[src/hw/rtl/aes256_cbc_encrypt_macros.svh]
// Assertion macros shared by the AES-256 CBC encryption RTL.
// Defining ASSERT_OFF turns every check into an empty statement.
`ifndef AES256_CBC_ENCRYPT_MACROS_SVH
`define AES256_CBC_ENCRYPT_MACROS_SVH
`ifndef ASSERT_OFF
`define ASSERT_IMPLIES(label, clk, rst_n, a, c, msg) \
    label: assert property (@(posedge clk) disable iff (!rst_n) (a) |-> (c)) else $error(msg);
`define ASSERT_NEXT(label, clk, rst_n, a, c, msg) \
    label: assert property (@(posedge clk) disable iff (!rst_n) (a) |=> (c)) else $error(msg);
`else
`define ASSERT_IMPLIES(label, clk, rst_n, a, c, msg)
`define ASSERT_NEXT(label, clk, rst_n, a, c, msg)
`endif
`endif

[src/hw/rtl/aes_pkg.sv]
// Shared types, constants and byte functions for the AES-256 CBC encryptor.
// No dependencies.
package aes_pkg;
    localparam int BLOCK_W = 128;
    localparam int WORD_W = 64;
    localparam int CFG_IDX_W = 3;
    localparam int NUM_ROUNDS = 14;
    localparam int RND_W = 4;
    localparam int NUM_RKEYS = 15;
    localparam int KEY_STEPS = 7;

    localparam logic [CFG_IDX_W-1:0] REG_KEY0 = 3'd0;
    localparam logic [CFG_IDX_W-1:0] REG_KEY1 = 3'd1;
    localparam logic [CFG_IDX_W-1:0] REG_KEY2 = 3'd2;
    localparam logic [CFG_IDX_W-1:0] REG_KEY3 = 3'd3;
    localparam logic [CFG_IDX_W-1:0] REG_IV_LO = 3'd4;
    localparam logic [CFG_IDX_W-1:0] REG_IV_HI = 3'd5;

    // Datapath commands issued by the controller.
    typedef struct packed {
        logic key_start;
        logic key_step;
        logic [2:0] key_idx;
        logic load;
        logic round;
        logic final_rnd;
        logic [RND_W-1:0] rnd;
        logic finish;
    } aes_cmd_t;

    typedef logic [7:0] sbox_t [256];
    localparam sbox_t SBOX = '{
        8'h63,8'h7c,8'h77,8'h7b,8'hf2,8'h6b,8'h6f,8'hc5,8'h30,8'h01,8'h67,8'h2b,8'hfe,8'hd7,8'hab,8'h76,
        8'hca,8'h82,8'hc9,8'h7d,8'hfa,8'h59,8'h47,8'hf0,8'had,8'hd4,8'ha2,8'haf,8'h9c,8'ha4,8'h72,8'hc0,
        8'hb7,8'hfd,8'h93,8'h26,8'h36,8'h3f,8'hf7,8'hcc,8'h34,8'ha5,8'he5,8'hf1,8'h71,8'hd8,8'h31,8'h15,
        8'h04,8'hc7,8'h23,8'hc3,8'h18,8'h96,8'h05,8'h9a,8'h07,8'h12,8'h80,8'he2,8'heb,8'h27,8'hb2,8'h75,
        8'h09,8'h83,8'h2c,8'h1a,8'h1b,8'h6e,8'h5a,8'ha0,8'h52,8'h3b,8'hd6,8'hb3,8'h29,8'he3,8'h2f,8'h84,
        8'h53,8'hd1,8'h00,8'hed,8'h20,8'hfc,8'hb1,8'h5b,8'h6a,8'hcb,8'hbe,8'h39,8'h4a,8'h4c,8'h58,8'hcf,
        8'hd0,8'hef,8'haa,8'hfb,8'h43,8'h4d,8'h33,8'h85,8'h45,8'hf9,8'h02,8'h7f,8'h50,8'h3c,8'h9f,8'ha8,
        8'h51,8'ha3,8'h40,8'h8f,8'h92,8'h9d,8'h38,8'hf5,8'hbc,8'hb6,8'hda,8'h21,8'h10,8'hff,8'hf3,8'hd2,
        8'hcd,8'h0c,8'h13,8'hec,8'h5f,8'h97,8'h44,8'h17,8'hc4,8'ha7,8'h7e,8'h3d,8'h64,8'h5d,8'h19,8'h73,
        8'h60,8'h81,8'h4f,8'hdc,8'h22,8'h2a,8'h90,8'h88,8'h46,8'hee,8'hb8,8'h14,8'hde,8'h5e,8'h0b,8'hdb,
        8'he0,8'h32,8'h3a,8'h0a,8'h49,8'h06,8'h24,8'h5c,8'hc2,8'hd3,8'hac,8'h62,8'h91,8'h95,8'he4,8'h79,
        8'he7,8'hc8,8'h37,8'h6d,8'h8d,8'hd5,8'h4e,8'ha9,8'h6c,8'h56,8'hf4,8'hea,8'h65,8'h7a,8'hae,8'h08,
        8'hba,8'h78,8'h25,8'h2e,8'h1c,8'ha6,8'hb4,8'hc6,8'he8,8'hdd,8'h74,8'h1f,8'h4b,8'hbd,8'h8b,8'h8a,
        8'h70,8'h3e,8'hb5,8'h66,8'h48,8'h03,8'hf6,8'h0e,8'h61,8'h35,8'h57,8'hb9,8'h86,8'hc1,8'h1d,8'h9e,
        8'he1,8'hf8,8'h98,8'h11,8'h69,8'hd9,8'h8e,8'h94,8'h9b,8'h1e,8'h87,8'he9,8'hce,8'h55,8'h28,8'hdf,
        8'h8c,8'ha1,8'h89,8'h0d,8'hbf,8'he6,8'h42,8'h68,8'h41,8'h99,8'h2d,8'h0f,8'hb0,8'h54,8'hbb,8'h16
    };

    // Multiply by x in GF(2^8).
    function automatic logic [7:0] xtime(input logic [7:0] a);
        return {a[6:0], 1'b0} ^ (a[7] ? 8'h1b : 8'h00);
    endfunction

    // Byte i of a block sits in bits 8*i+7 : 8*i.
    function automatic logic [BLOCK_W-1:0] sub_shift(input logic [BLOCK_W-1:0] s);
        logic [BLOCK_W-1:0] o;
        o = '0;
        for (int c = 0; c < 4; c++)
        begin
            for (int r = 0; r < 4; r++)
            begin
                o[8*(4*c+r) +: 8] = SBOX[s[8*(4*((c+r)%4)+r) +: 8]];
            end
        end
        return o;
    endfunction

    function automatic logic [BLOCK_W-1:0] mix_columns(input logic [BLOCK_W-1:0] s);
        logic [BLOCK_W-1:0] o;
        logic [7:0] a0, a1, a2, a3;
        o = '0;
        for (int c = 0; c < 4; c++)
        begin
            a0 = s[8*(4*c) +: 8];
            a1 = s[8*(4*c+1) +: 8];
            a2 = s[8*(4*c+2) +: 8];
            a3 = s[8*(4*c+3) +: 8];
            o[8*(4*c) +: 8] = xtime(a0) ^ xtime(a1) ^ a1 ^ a2 ^ a3;
            o[8*(4*c+1) +: 8] = a0 ^ xtime(a1) ^ xtime(a2) ^ a2 ^ a3;
            o[8*(4*c+2) +: 8] = a0 ^ a1 ^ xtime(a2) ^ xtime(a3) ^ a3;
            o[8*(4*c+3) +: 8] = xtime(a0) ^ a0 ^ a1 ^ a2 ^ xtime(a3);
        end
        return o;
    endfunction

    function automatic logic [31:0] sub_word(input logic [31:0] w);
        return {SBOX[w[31:24]], SBOX[w[23:16]], SBOX[w[15:8]], SBOX[w[7:0]]};
    endfunction

    // Round constants 0x01 .. 0x40 indexed by key schedule step.
    function automatic logic [7:0] rcon(input logic [2:0] i);
        logic [7:0] v;
        case (i)
            3'd0: v = 8'h01;
            3'd1: v = 8'h02;
            3'd2: v = 8'h04;
            3'd3: v = 8'h08;
            3'd4: v = 8'h10;
            3'd5: v = 8'h20;
            3'd6: v = 8'h40;
            default: v = 8'h00;
        endcase
        return v;
    endfunction
endpackage

[src/hw/rtl/aes_ctrl.sv]
// Controller for the AES-256 CBC encryptor: key schedule sequencing,
// round sequencing and the output handshake. Depends on aes_pkg.
`include "aes256_cbc_encrypt_macros.svh"
module aes_ctrl
    import aes_pkg::*;
(
    input  logic      clk,
    input  logic      rst_n,
    input  logic      key_dirty,
    input  logic      in_valid,
    output logic      in_ready,
    output logic      out_valid,
    input  logic      out_ready,
    output aes_cmd_t  cmd
);
    typedef enum logic [4:0] {
        ST_IDLE  = 5'b00001,
        ST_KEY   = 5'b00010,
        ST_WHITE = 5'b00100,
        ST_ROUND = 5'b01000,
        ST_DONE  = 5'b10000
    } state_t;

    state_t state_reg, state_next;
    logic [RND_W-1:0] cnt_reg, cnt_next;
    logic out_valid_reg, out_valid_next;

    // A new block may start when idle, the key is current and the output is free
    // or being emptied this cycle.
    assign in_ready = (state_reg == ST_IDLE) && !key_dirty && (!out_valid_reg || out_ready);
    assign out_valid = out_valid_reg;

    // Next state and command decode.
    always_comb
    begin
        state_next = state_reg;
        cnt_next = cnt_reg;
        out_valid_next = out_valid_reg && !out_ready;
        cmd = '0;
        cmd.key_idx = cnt_reg[3:1];
        cmd.rnd = cnt_reg;
        case (state_reg)
            ST_IDLE:
            begin
                if (key_dirty)
                begin
                    cmd.key_start = 1'b1;
                    cnt_next = '0;
                    state_next = ST_KEY;
                end
                else if (in_valid && in_ready)
                begin
                    cmd.load = 1'b1;
                    cnt_next = '0;
                    state_next = ST_WHITE;
                end
            end
            ST_KEY:
            begin
                // Key steps issue on even counts with the low key write; the high key
                // is written on each odd count.
                cmd.key_step = !cnt_reg[0];
                cnt_next = cnt_reg + 1'b1;
                if (cnt_reg == RND_W'(2 * KEY_STEPS - 1))
                begin
                    state_next = ST_IDLE;
                end
            end
            ST_WHITE:
            begin
                // RAM read of round key 1 is issued here.
                cnt_next = RND_W'(1);
                state_next = ST_ROUND;
            end
            ST_ROUND:
            begin
                cmd.round = 1'b1;
                cmd.final_rnd = (cnt_reg == RND_W'(NUM_ROUNDS));
                cnt_next = cnt_reg + 1'b1;
                if (cnt_reg == RND_W'(NUM_ROUNDS))
                begin
                    state_next = ST_DONE;
                end
            end
            ST_DONE:
            begin
                cmd.finish = 1'b1;
                out_valid_next = 1'b1;
                state_next = ST_IDLE;
            end
            default:
            begin
                state_next = ST_IDLE;
            end
        endcase
    end

    always_ff @(posedge clk or negedge rst_n)
    begin
        if (!rst_n)
        begin
            state_reg <= ST_IDLE;
            cnt_reg <= '0;
            out_valid_reg <= 1'b0;
        end
        else
        begin
            state_reg <= state_next;
            cnt_reg <= cnt_next;
            out_valid_reg <= out_valid_next;
        end
    end

    `ASSERT_IMPLIES(a_one_hot, clk, rst_n, 1'b1, $onehot(state_reg), "state not one-hot")
    `ASSERT_IMPLIES(a_done_free, clk, rst_n, state_reg == ST_DONE, !out_valid_reg, "result lost")
    `ASSERT_NEXT(a_load_white, clk, rst_n, cmd.load, state_reg == ST_WHITE, "no whitening")
    `ASSERT_IMPLIES(a_no_key_busy, clk, rst_n, in_ready, state_reg == ST_IDLE && !key_dirty, "busy")
endmodule

[config.mk]
export PLATFORM = sky130hd
export DESIGN_NAME = aes_ctrl
export DESIGN_NICKNAME = d
export VERILOG_FILES = /design/src/hw/rtl/aes_pkg.sv /design/src/hw/rtl/aes_ctrl.sv
export VERILOG_INCLUDE_DIRS = /design/src /design/src/hw/rtl
export SDC_FILE = /design/constraint.sdc
export NUM_CORES = 1
export LEC_CHECK = 0
export ABC_AREA = 1
export BUFFER_PORTS_ARGS = -buffer_cell sky130_fd_sc_hd__buf_2
export CAP_MARGIN = 20
export CELL_PAD_IN_SITES_DETAIL_PLACEMENT = 1
export CELL_PAD_IN_SITES_GLOBAL_PLACEMENT = 1
export CORE_MARGIN = 8
export CORE_UTILIZATION = 36
export CTS_BUF_LIST = sky130_fd_sc_hd__clkbuf_4 sky130_fd_sc_hd__clkbuf_8
export CTS_CLUSTER_DIAMETER = 50
export DETAILED_ROUTE_END_ITERATION = 6
export HOLD_SLACK_MARGIN = 0.05
export PLACE_DENSITY_LB_ADDON = 0.1
export SLEW_MARGIN = 20
export SYNTH_ARGS = -nofsm -noshare
export SYNTH_HDL_FRONTEND = slang
export SYNTH_SLANG_ARGS = --single-unit
[constraint.sdc]
create_clock -name clk -period 1.4 [get_ports clk]
set_input_delay 0.21 -clock clk [delete_from_list [all_inputs] [get_ports clk]]
set_output_delay 0.21 -clock clk [all_outputs]
set_load 0.05 [all_outputs]
Yosys cells after proc, flatten, opt, wreduce, memory -nomap -nowiden
Cells that the tools add are included.
- word-level logic and storage cells: 44
- bits of input ports: 5
- output and inout port bits: 15
- register bits: 10
- multiplexer cells: 17
- add/subtract/negate cells: 1
- reductions and logical operators: 13
- eq/ne operators: 10
- operator list (cell ; number):
    2-to-1 mux 5 bit ; 4
    case mux 5 bit (4 select lines) ; 1
    case mux 4 bit (3 select lines) ; 1
    == test 4 bit (second input constant) ; 2
    2-to-1 mux 1 bit ; 8
    2-to-1 mux 4 bit ; 2
    == test 5 x 1 -> 1 bit (second input constant) ; 1
    == test 5 x 2 -> 1 bit (second input constant) ; 1
    == test 5 x 3 -> 1 bit (second input constant) ; 1
    == test 5 x 4 -> 1 bit (second input constant) ; 1
    == test 5 bit (second input constant) ; 1
    adder 4 x 1 -> 4 bit (second input constant) ; 1
    logical AND 1 bit ; 4
    zero test 1 bit ; 4
    != test 2 bit (second input constant) ; 2
    != test 3 x 2 -> 1 bit (second input constant) ; 1
    AND reduction 3 bit ; 1
    nonzero test 3 bit ; 1
    2-to-1 mux 2 bit ; 1
    AND reduction 2 bit ; 1
    OR reduction 2 bit ; 1
    logical OR 1 bit ; 1

Logic depth before layout (Yosys ltp)
Gate-level depths: netlist of the first run.
- depth in word-level cells: 7
- depth in mapped cells: 8
- mapped depth without buffers: 8

Worst setup path before layout of the first run
Ideal clock, no wire load.
- path type: register -> output
- start point: register state_reg[0]
- end point: output cmd[7] (netlist name)
- data required time: 1.190 ns
- stages on the path, launching flop included: 5
- path buffers: 0
- path slack: -1.080 ns
- arrival time: 2.270 ns
- cell sequence: dfstp_2 -> nand2_1 -> nor2_4 -> inv_1 -> nor4_1
- RTL lines (element ; line ; text):
    start: declaration ; aes_ctrl.sv:24 ; state_t state_reg, state_next;
    start signal: assignment ; aes_ctrl.sv:108 ; state_reg <= state_next;
    end: declaration ; aes_ctrl.sv:14 ; output aes_cmd_t cmd

==> results of run 1 <==
-- cells in the mapped netlist, drive strengths merged --
cell    number
nor4         2
dfrtp        9
nand3b       1
xnor2        1
or2          2
nand2       21
o211ai       1
buf          4
nor3         2
a21oi        1
dfstp        1
nand3        5
o21ai        3
inv         14
nor2        13
xor2         1
ha           3
-- through the flow --
step           area, sq um  total power, mW  cells
2_1_floorplan          707             1.18     84
3_3_place_gp           848             1.39    130
3_5_place_dp           848             1.42    130
4_1_cts               1030             1.86    141
5_1_grt               1070             2.07    143
6_report              1070             1.97    143
-- critical path: cells and delay by family (launching register included) --
kind,cells,cell delay [ps]
and+or+nand+nor,4,520
DFF,1,400
buffers and inverters,2,260
-- cells by family (layout without fill, tap and decap cells) --
group,count (synthesis),after routing,share of synthesized area [%]
buffers and inverters,18,52,12.8
adders and majority gates,3,3,5.83
DFF,10,10,39.0
AOI/OAI and AO/OA,5,5,5.05
and+or+nand+nor,46,46,34.6
xor gates and xnor gates,2,2,2.72
-- layer usage --
| layer | vias up | routed length [um] | global-route usage [%] |
|---|---|---|---|
| met3 | 5 | 81 | 2.83 |
| met4 | 0 | 45 | 7.34 |
| met5 | - | 0 | 0 |
| met2 | 14 | 1220 | 24.3 |
| li1 | 325 | - | - |
| met1 | 331 | 936 | 14.5 |
-- layout make-up --
class | instances | area, sq um | area share, %
inverter | 14 | 57.6 | 5.39
tap | 25 | 31.3 | 2.93
timing repair buffer | 34 | 262 | 24.5
clock buffer | 4 | 30.0 | 2.81
multi-input combinational | 56 | 433 | 40.6
sequential | 10 | 254 | 23.8
-- power groups by stage --
stage	registers, mW	logic, mW	clock network, mW
floorplan	0.513	0.663	0
global placement	0.422	0.969	0
detailed placement	0.429	0.987	0
CTS	0.433	1.19	0.241
global route	0.439	1.37	0.259
finish	0.433	1.29	0.246
-- path summary, 6_finish.rpt --
path,to,startpoint,slack [ps]
min in group asynchronous,cnt_reg[1],rst_n,320
worst min-delay path,state_reg[2],key_dirty,220
max in group asynchronous,state_reg[0],rst_n,810
worst max-delay path,cmd[7],state_reg[3],-260
worst max register to register,cnt_reg[3],state_reg[4],-60
worst min register to register,cnt_reg[1],cnt_reg[1],600
-- what timing repair did --
action                                 CTS  global route
hold buffers                             1             0
setup endpoints to repair                7            13
buffers inserted                         7             4
resized for setup                       31             7
cloned                                   0             0
pin swaps                                9             5
endpoints found under the hold margin    9             0
==> flow_metrics.tcl, run 1 <==
set metrics [dict create \
    start_kind "register" \
    grt_first_pass_wirelength_mm 3.49 \
    holdPathStages 2 \
    tns_ps -1500 \
    track_usage_pct 13.6 \
    clk_latency_ps 280 \
    root_buffer "clkbuf_4" \
    pre_cts_ws_ps -76.0 \
    design.core.area_sq_um 1710 \
    routabilityCongestion 0.751 \
    setup_ws_ps -265 \
    pwr-share-seq_pct 22.0 \
    cp_slowest_stage_delay_ps 400 \
    antenna_found_initial 0 \
    drtPass1Iterations 3 \
    grt_max_degree 11 \
    synthesis.nets 92 \
    cts_tree "done" \
    p_per_area_nw_per_um2 1840 \
    switching_share_pct 52.0 \
    drtIter0Drc 4 \
    route.detailed.drc 0 \
    utilization_pct 62.5 \
    ys_types 22 \
    peakVddDrop_uv 1030 \
    syn_area_sq_um 644 \
    cap_violations 0 \
    cts_made_buffers 3 \
    setup_violations 12 \
    fp-row-count 15 \
    synth_largest_area_cell "dfrtp_1" \
    io_buffers 19 \
    violations "negative setup slack" \
    hold_viol 0 \
    largest_register_ff_count 5 \
    p_switching_mw 1.02 \
    max_clock_freq_ghz 0.601 \
    clkTransAtPathRegs_ps 60 \
    cts_sinks 10 \
    layout_min_cycle_time_ps 1660 \
    final_layout_size_suffix_gt1_share_pct 63.6 \
    yosysSeqAreaShare_pct 39.0 \
    hold-worst-slack_ps 224 \
    tightest_slew_ps 361 \
    status "finished, violations left" \
    die_h_um 58.3 \
    crit_required_ps 1190 \
    total_leakage_power_nw 0.542 \
    clockPowerShare_pct 12.5 \
    combPwrFrac_pct 65.5 \
    cp_slowest_cell "dfrtp_1" \
    die_w_um 58.3 \
    synth_top_area_share_pct 35.0 \
    wire_per_inst_um 15.9 \
    critPathArrivalTime_ps 1450 \
    rr_worst_depth 10 \
    final-max-slew-violation-count 0 \
    yosys_warnings 0 \
    htreeDepth 1 \
    final_cell_mix "13 x nand2_1, 13 x buf_4, 12 x buf_2" \
    ys_ff_latch 10 \
    cp-end-kind "output port" \
    path_cells "nor2_2, nand2_1, nor2_4, inv_4, nor4_4, buf_6" \
    start_util_pct 37.7 \
    hold_path_class "input pin to register" \
    n_fill_cell 207 \
    crit_path_max_fanout 5 \
    rsz0062_at_grt "true" \
    dpl.hpwl_mm 1.44 \
    dieArea_sq_um 3400 \
    gr-total-overflow 0 \
    wirelength_mm 2.28 \
    slew_headroom_pct 75.9 \
    viasPerCell 4.72 \
    vias 675 \
    syn_to_final_growth_pct 65.6 \
    netlist_instances 84 \
    io_pins 20 \
    first_global_vias 746 \
    antenna_left 0 \
    fin_crit_sh_pct 119 \
    num-nets-final 127 \
    skew_ps 11.5 \
    critical_path_class "register to output port" \
    syn_area_per_cell_sq_um 7.67 \
    p_int_mw 0.944 \
    cts_max_path_buffers 2 \
    synth_area_leaders "dfrtp_1 35%, nand2_1 11%, inv_1 7.6%, ha_1 5.8%, buf_4 4.7%" \
    diodes 0 \
]
(Power assumes the default switching activity.)
==> inputs of run 2 (changes only) <==
--- a/config.mk
+++ b/config.mk
@@ -16,9 +16,11 @@
 export CTS_BUF_LIST = sky130_fd_sc_hd__clkbuf_4 sky130_fd_sc_hd__clkbuf_8
 export CTS_CLUSTER_DIAMETER = 50
 export DETAILED_ROUTE_END_ITERATION = 6
+export GPL_TIMING_DRIVEN = 0
 export HOLD_SLACK_MARGIN = 0.05
 export PLACE_DENSITY_LB_ADDON = 0.1
 export SLEW_MARGIN = 20
 export SYNTH_ARGS = -nofsm -noshare
 export SYNTH_HDL_FRONTEND = slang
 export SYNTH_SLANG_ARGS = --single-unit
+export TNS_END_PERCENT = 20
==> flow_metrics.tcl, run 2 (synthesis gave the netlist of run 1 again) <==
set metrics [dict create \
    final_cell_mix "17 x nand2_1, 12 x buf_2, 11 x buf_4, 10 x inv_1, 8 x dfrtp_1" \
    final_common_cell "nand2_1" \
    hold_viol 0 \
    grt_first_pass_wirelength_mm 3.12 \
    critPathTopFamily "flip-flops" \
    die_h_um 58.3 \
    syn_to_final_growth_pct 54.0 \
    finalInstanceArea_sq_um 992 \
    io_buffers 19 \
    cp_slowest_stage_delay_ps 570 \
    setup_ws_ps -256 \
    first_global_vias 695 \
    slew_headroom_pct 61.4 \
    wirelength_mm 1.89 \
    die_w_um 58.3 \
    crit_path_max_fanout 5 \
    num-nets-final 124 \
    cts_max_path_buffers 2 \
    root_buffer "clkbuf_4" \
    peakVddDrop_uv 1030 \
    start_util_pct 37.7 \
    n_fill_cell 220 \
    hold-worst-slack_ps 214 \
    start_kind "register" \
    antenna_left 0 \
    layout_min_cycle_time_ps 1660 \
    drtIter0Drc 6 \
    setup_violations 11 \
    clk_latency_ps 260 \
    viasPerCell 4.53 \
    tns_ps -1610 \
    final_layout_size_suffix_gt1_share_pct 51.3 \
    htreeDepth 1 \
    wire_per_inst_um 13.5 \
    route.detailed.drc 0 \
    vias 634 \
    cts_made_buffers 3 \
    cp-end-kind "output port" \
    clkTransAtPathRegs_ps 70 \
    dpl.hpwl_mm 1.37 \
    fin_crit_sh_pct 118 \
    violations "negative setup slack" \
    status "finished, violations left" \
    routabilityCongestion 0.746 \
    largest_register_ff_count 5 \
    worst-path-buf-inv 2 \
    hold_path_class "input pin to register" \
    track_usage_pct 11.8 \
    utilization_pct 58.1 \
    tightest_slew_ps 576 \
    drtPass1Iterations 2 \
    max_clock_freq_ghz 0.604 \
    critical_path_class "register to output port" \
    crit_required_ps 1190 \
    cts_tree "done" \
    path_cells "nand2_2, nor2_4, inv_4, nor4_4, buf_6" \
    cp_slowest_cell "dfstp_2" \
    antenna_found_initial 0 \
    gr-total-overflow 0 \
    io_pins 20 \
    cap_violations 0 \
    rsz0062_at_grt "true" \
    design.core.area_sq_um 1710 \
    final-max-slew-violation-count 0 \
    fp-row-count 15 \
    cts_sinks 10 \
    dieArea_sq_um 3400 \
    skew_ps 1.86 \
    p_per_area_nw_per_um2 1800 \
    diodes 0 \
    critPathArrivalTime_ps 1450 \
    total_leakage_power_nw 0.530 \
    grt_max_degree 11 \
    placed_area_sq_um 812 \
]
-- run 2: cell count changes in the layout (fill, tap and decap cells not counted), moves of 2 or more --
cell	change
nand2_2	-3
buf_8	+2
nand2_1	+4
nor2_4	-2
buf_6	-3
inv_1	+4
buf_4	-2
nor2_1	+2
inv_2	-4
-- run 2: cell type report --
type | count | area [sq um] | share of cell area (%)
well taps | 25 | 31.3 | 3.15
inverters | 14 | 57.6 | 5.80
repair buffers | 28 | 220 | 22.2
flip-flops and latches | 10 | 253 | 25.5
clock buffers | 4 | 36.3 | 3.66
multi-input cells | 56 | 372 | 37.5
plain buffers | 3 | 22.5 | 2.27
-- run 2: path summary, 6_finish.rpt --
kind | startpoint | depth (start not counted) | slack, ps | end
max | state_reg[0] | 5 | -260 | cmd[7]
min | key_dirty | 2 | 210 | state_reg[2]
max reg2reg | state_reg[0] | 9 | -40 | cnt_reg[3]
min reg2reg | cnt_reg[1] | 2 | 620 | cnt_reg[1]
max in group asynchronous | rst_n | 2 | 800 | state_reg[0]
min in group asynchronous | rst_n | 2 | 340 | out_valid
-- run 2: routing by layer --
metal	GRT usage, %	vias to the layer above	wire length, um
met2	19.4	13	1020
met3	5.00	2	133
met5	0	-	0
met1	12.7	299	726
met4	5.94	0	10
li1	-	320	-
-- run 2: where the power goes --
part / total (mW) / leakage [nW] / internal [mW] / switching [mW]
Clock: 0.267 / 0.0210 / 0.158 / 0.109
Combinational: 1.09 / 0.377 / 0.379 / 0.716
Sequential: 0.427 / 0.132 / 0.365 / 0.0626
-- run 2: timing repair --
| action | CTS | global route |
|---|---|---|
| hold buffers | 1 | 0 |
| hold endpoints to repair | 10 | 0 |
| pin swaps | 4 | 4 |
| buffers inserted | 3 | 5 |
| endpoints found under the setup margin | 7 | 12 |
| resized for setup | 25 | 5 |
-- run 2: stage by stage --
stage	instances	power, mW	setup slack (ps)
after floorplan	84	1.12	-209
after global placement	128	1.29	-180
after detailed placement	128	1.31	-204
after CTS	135	1.74	-254
after global routing	140	1.91	-344
final	140	1.79	-256
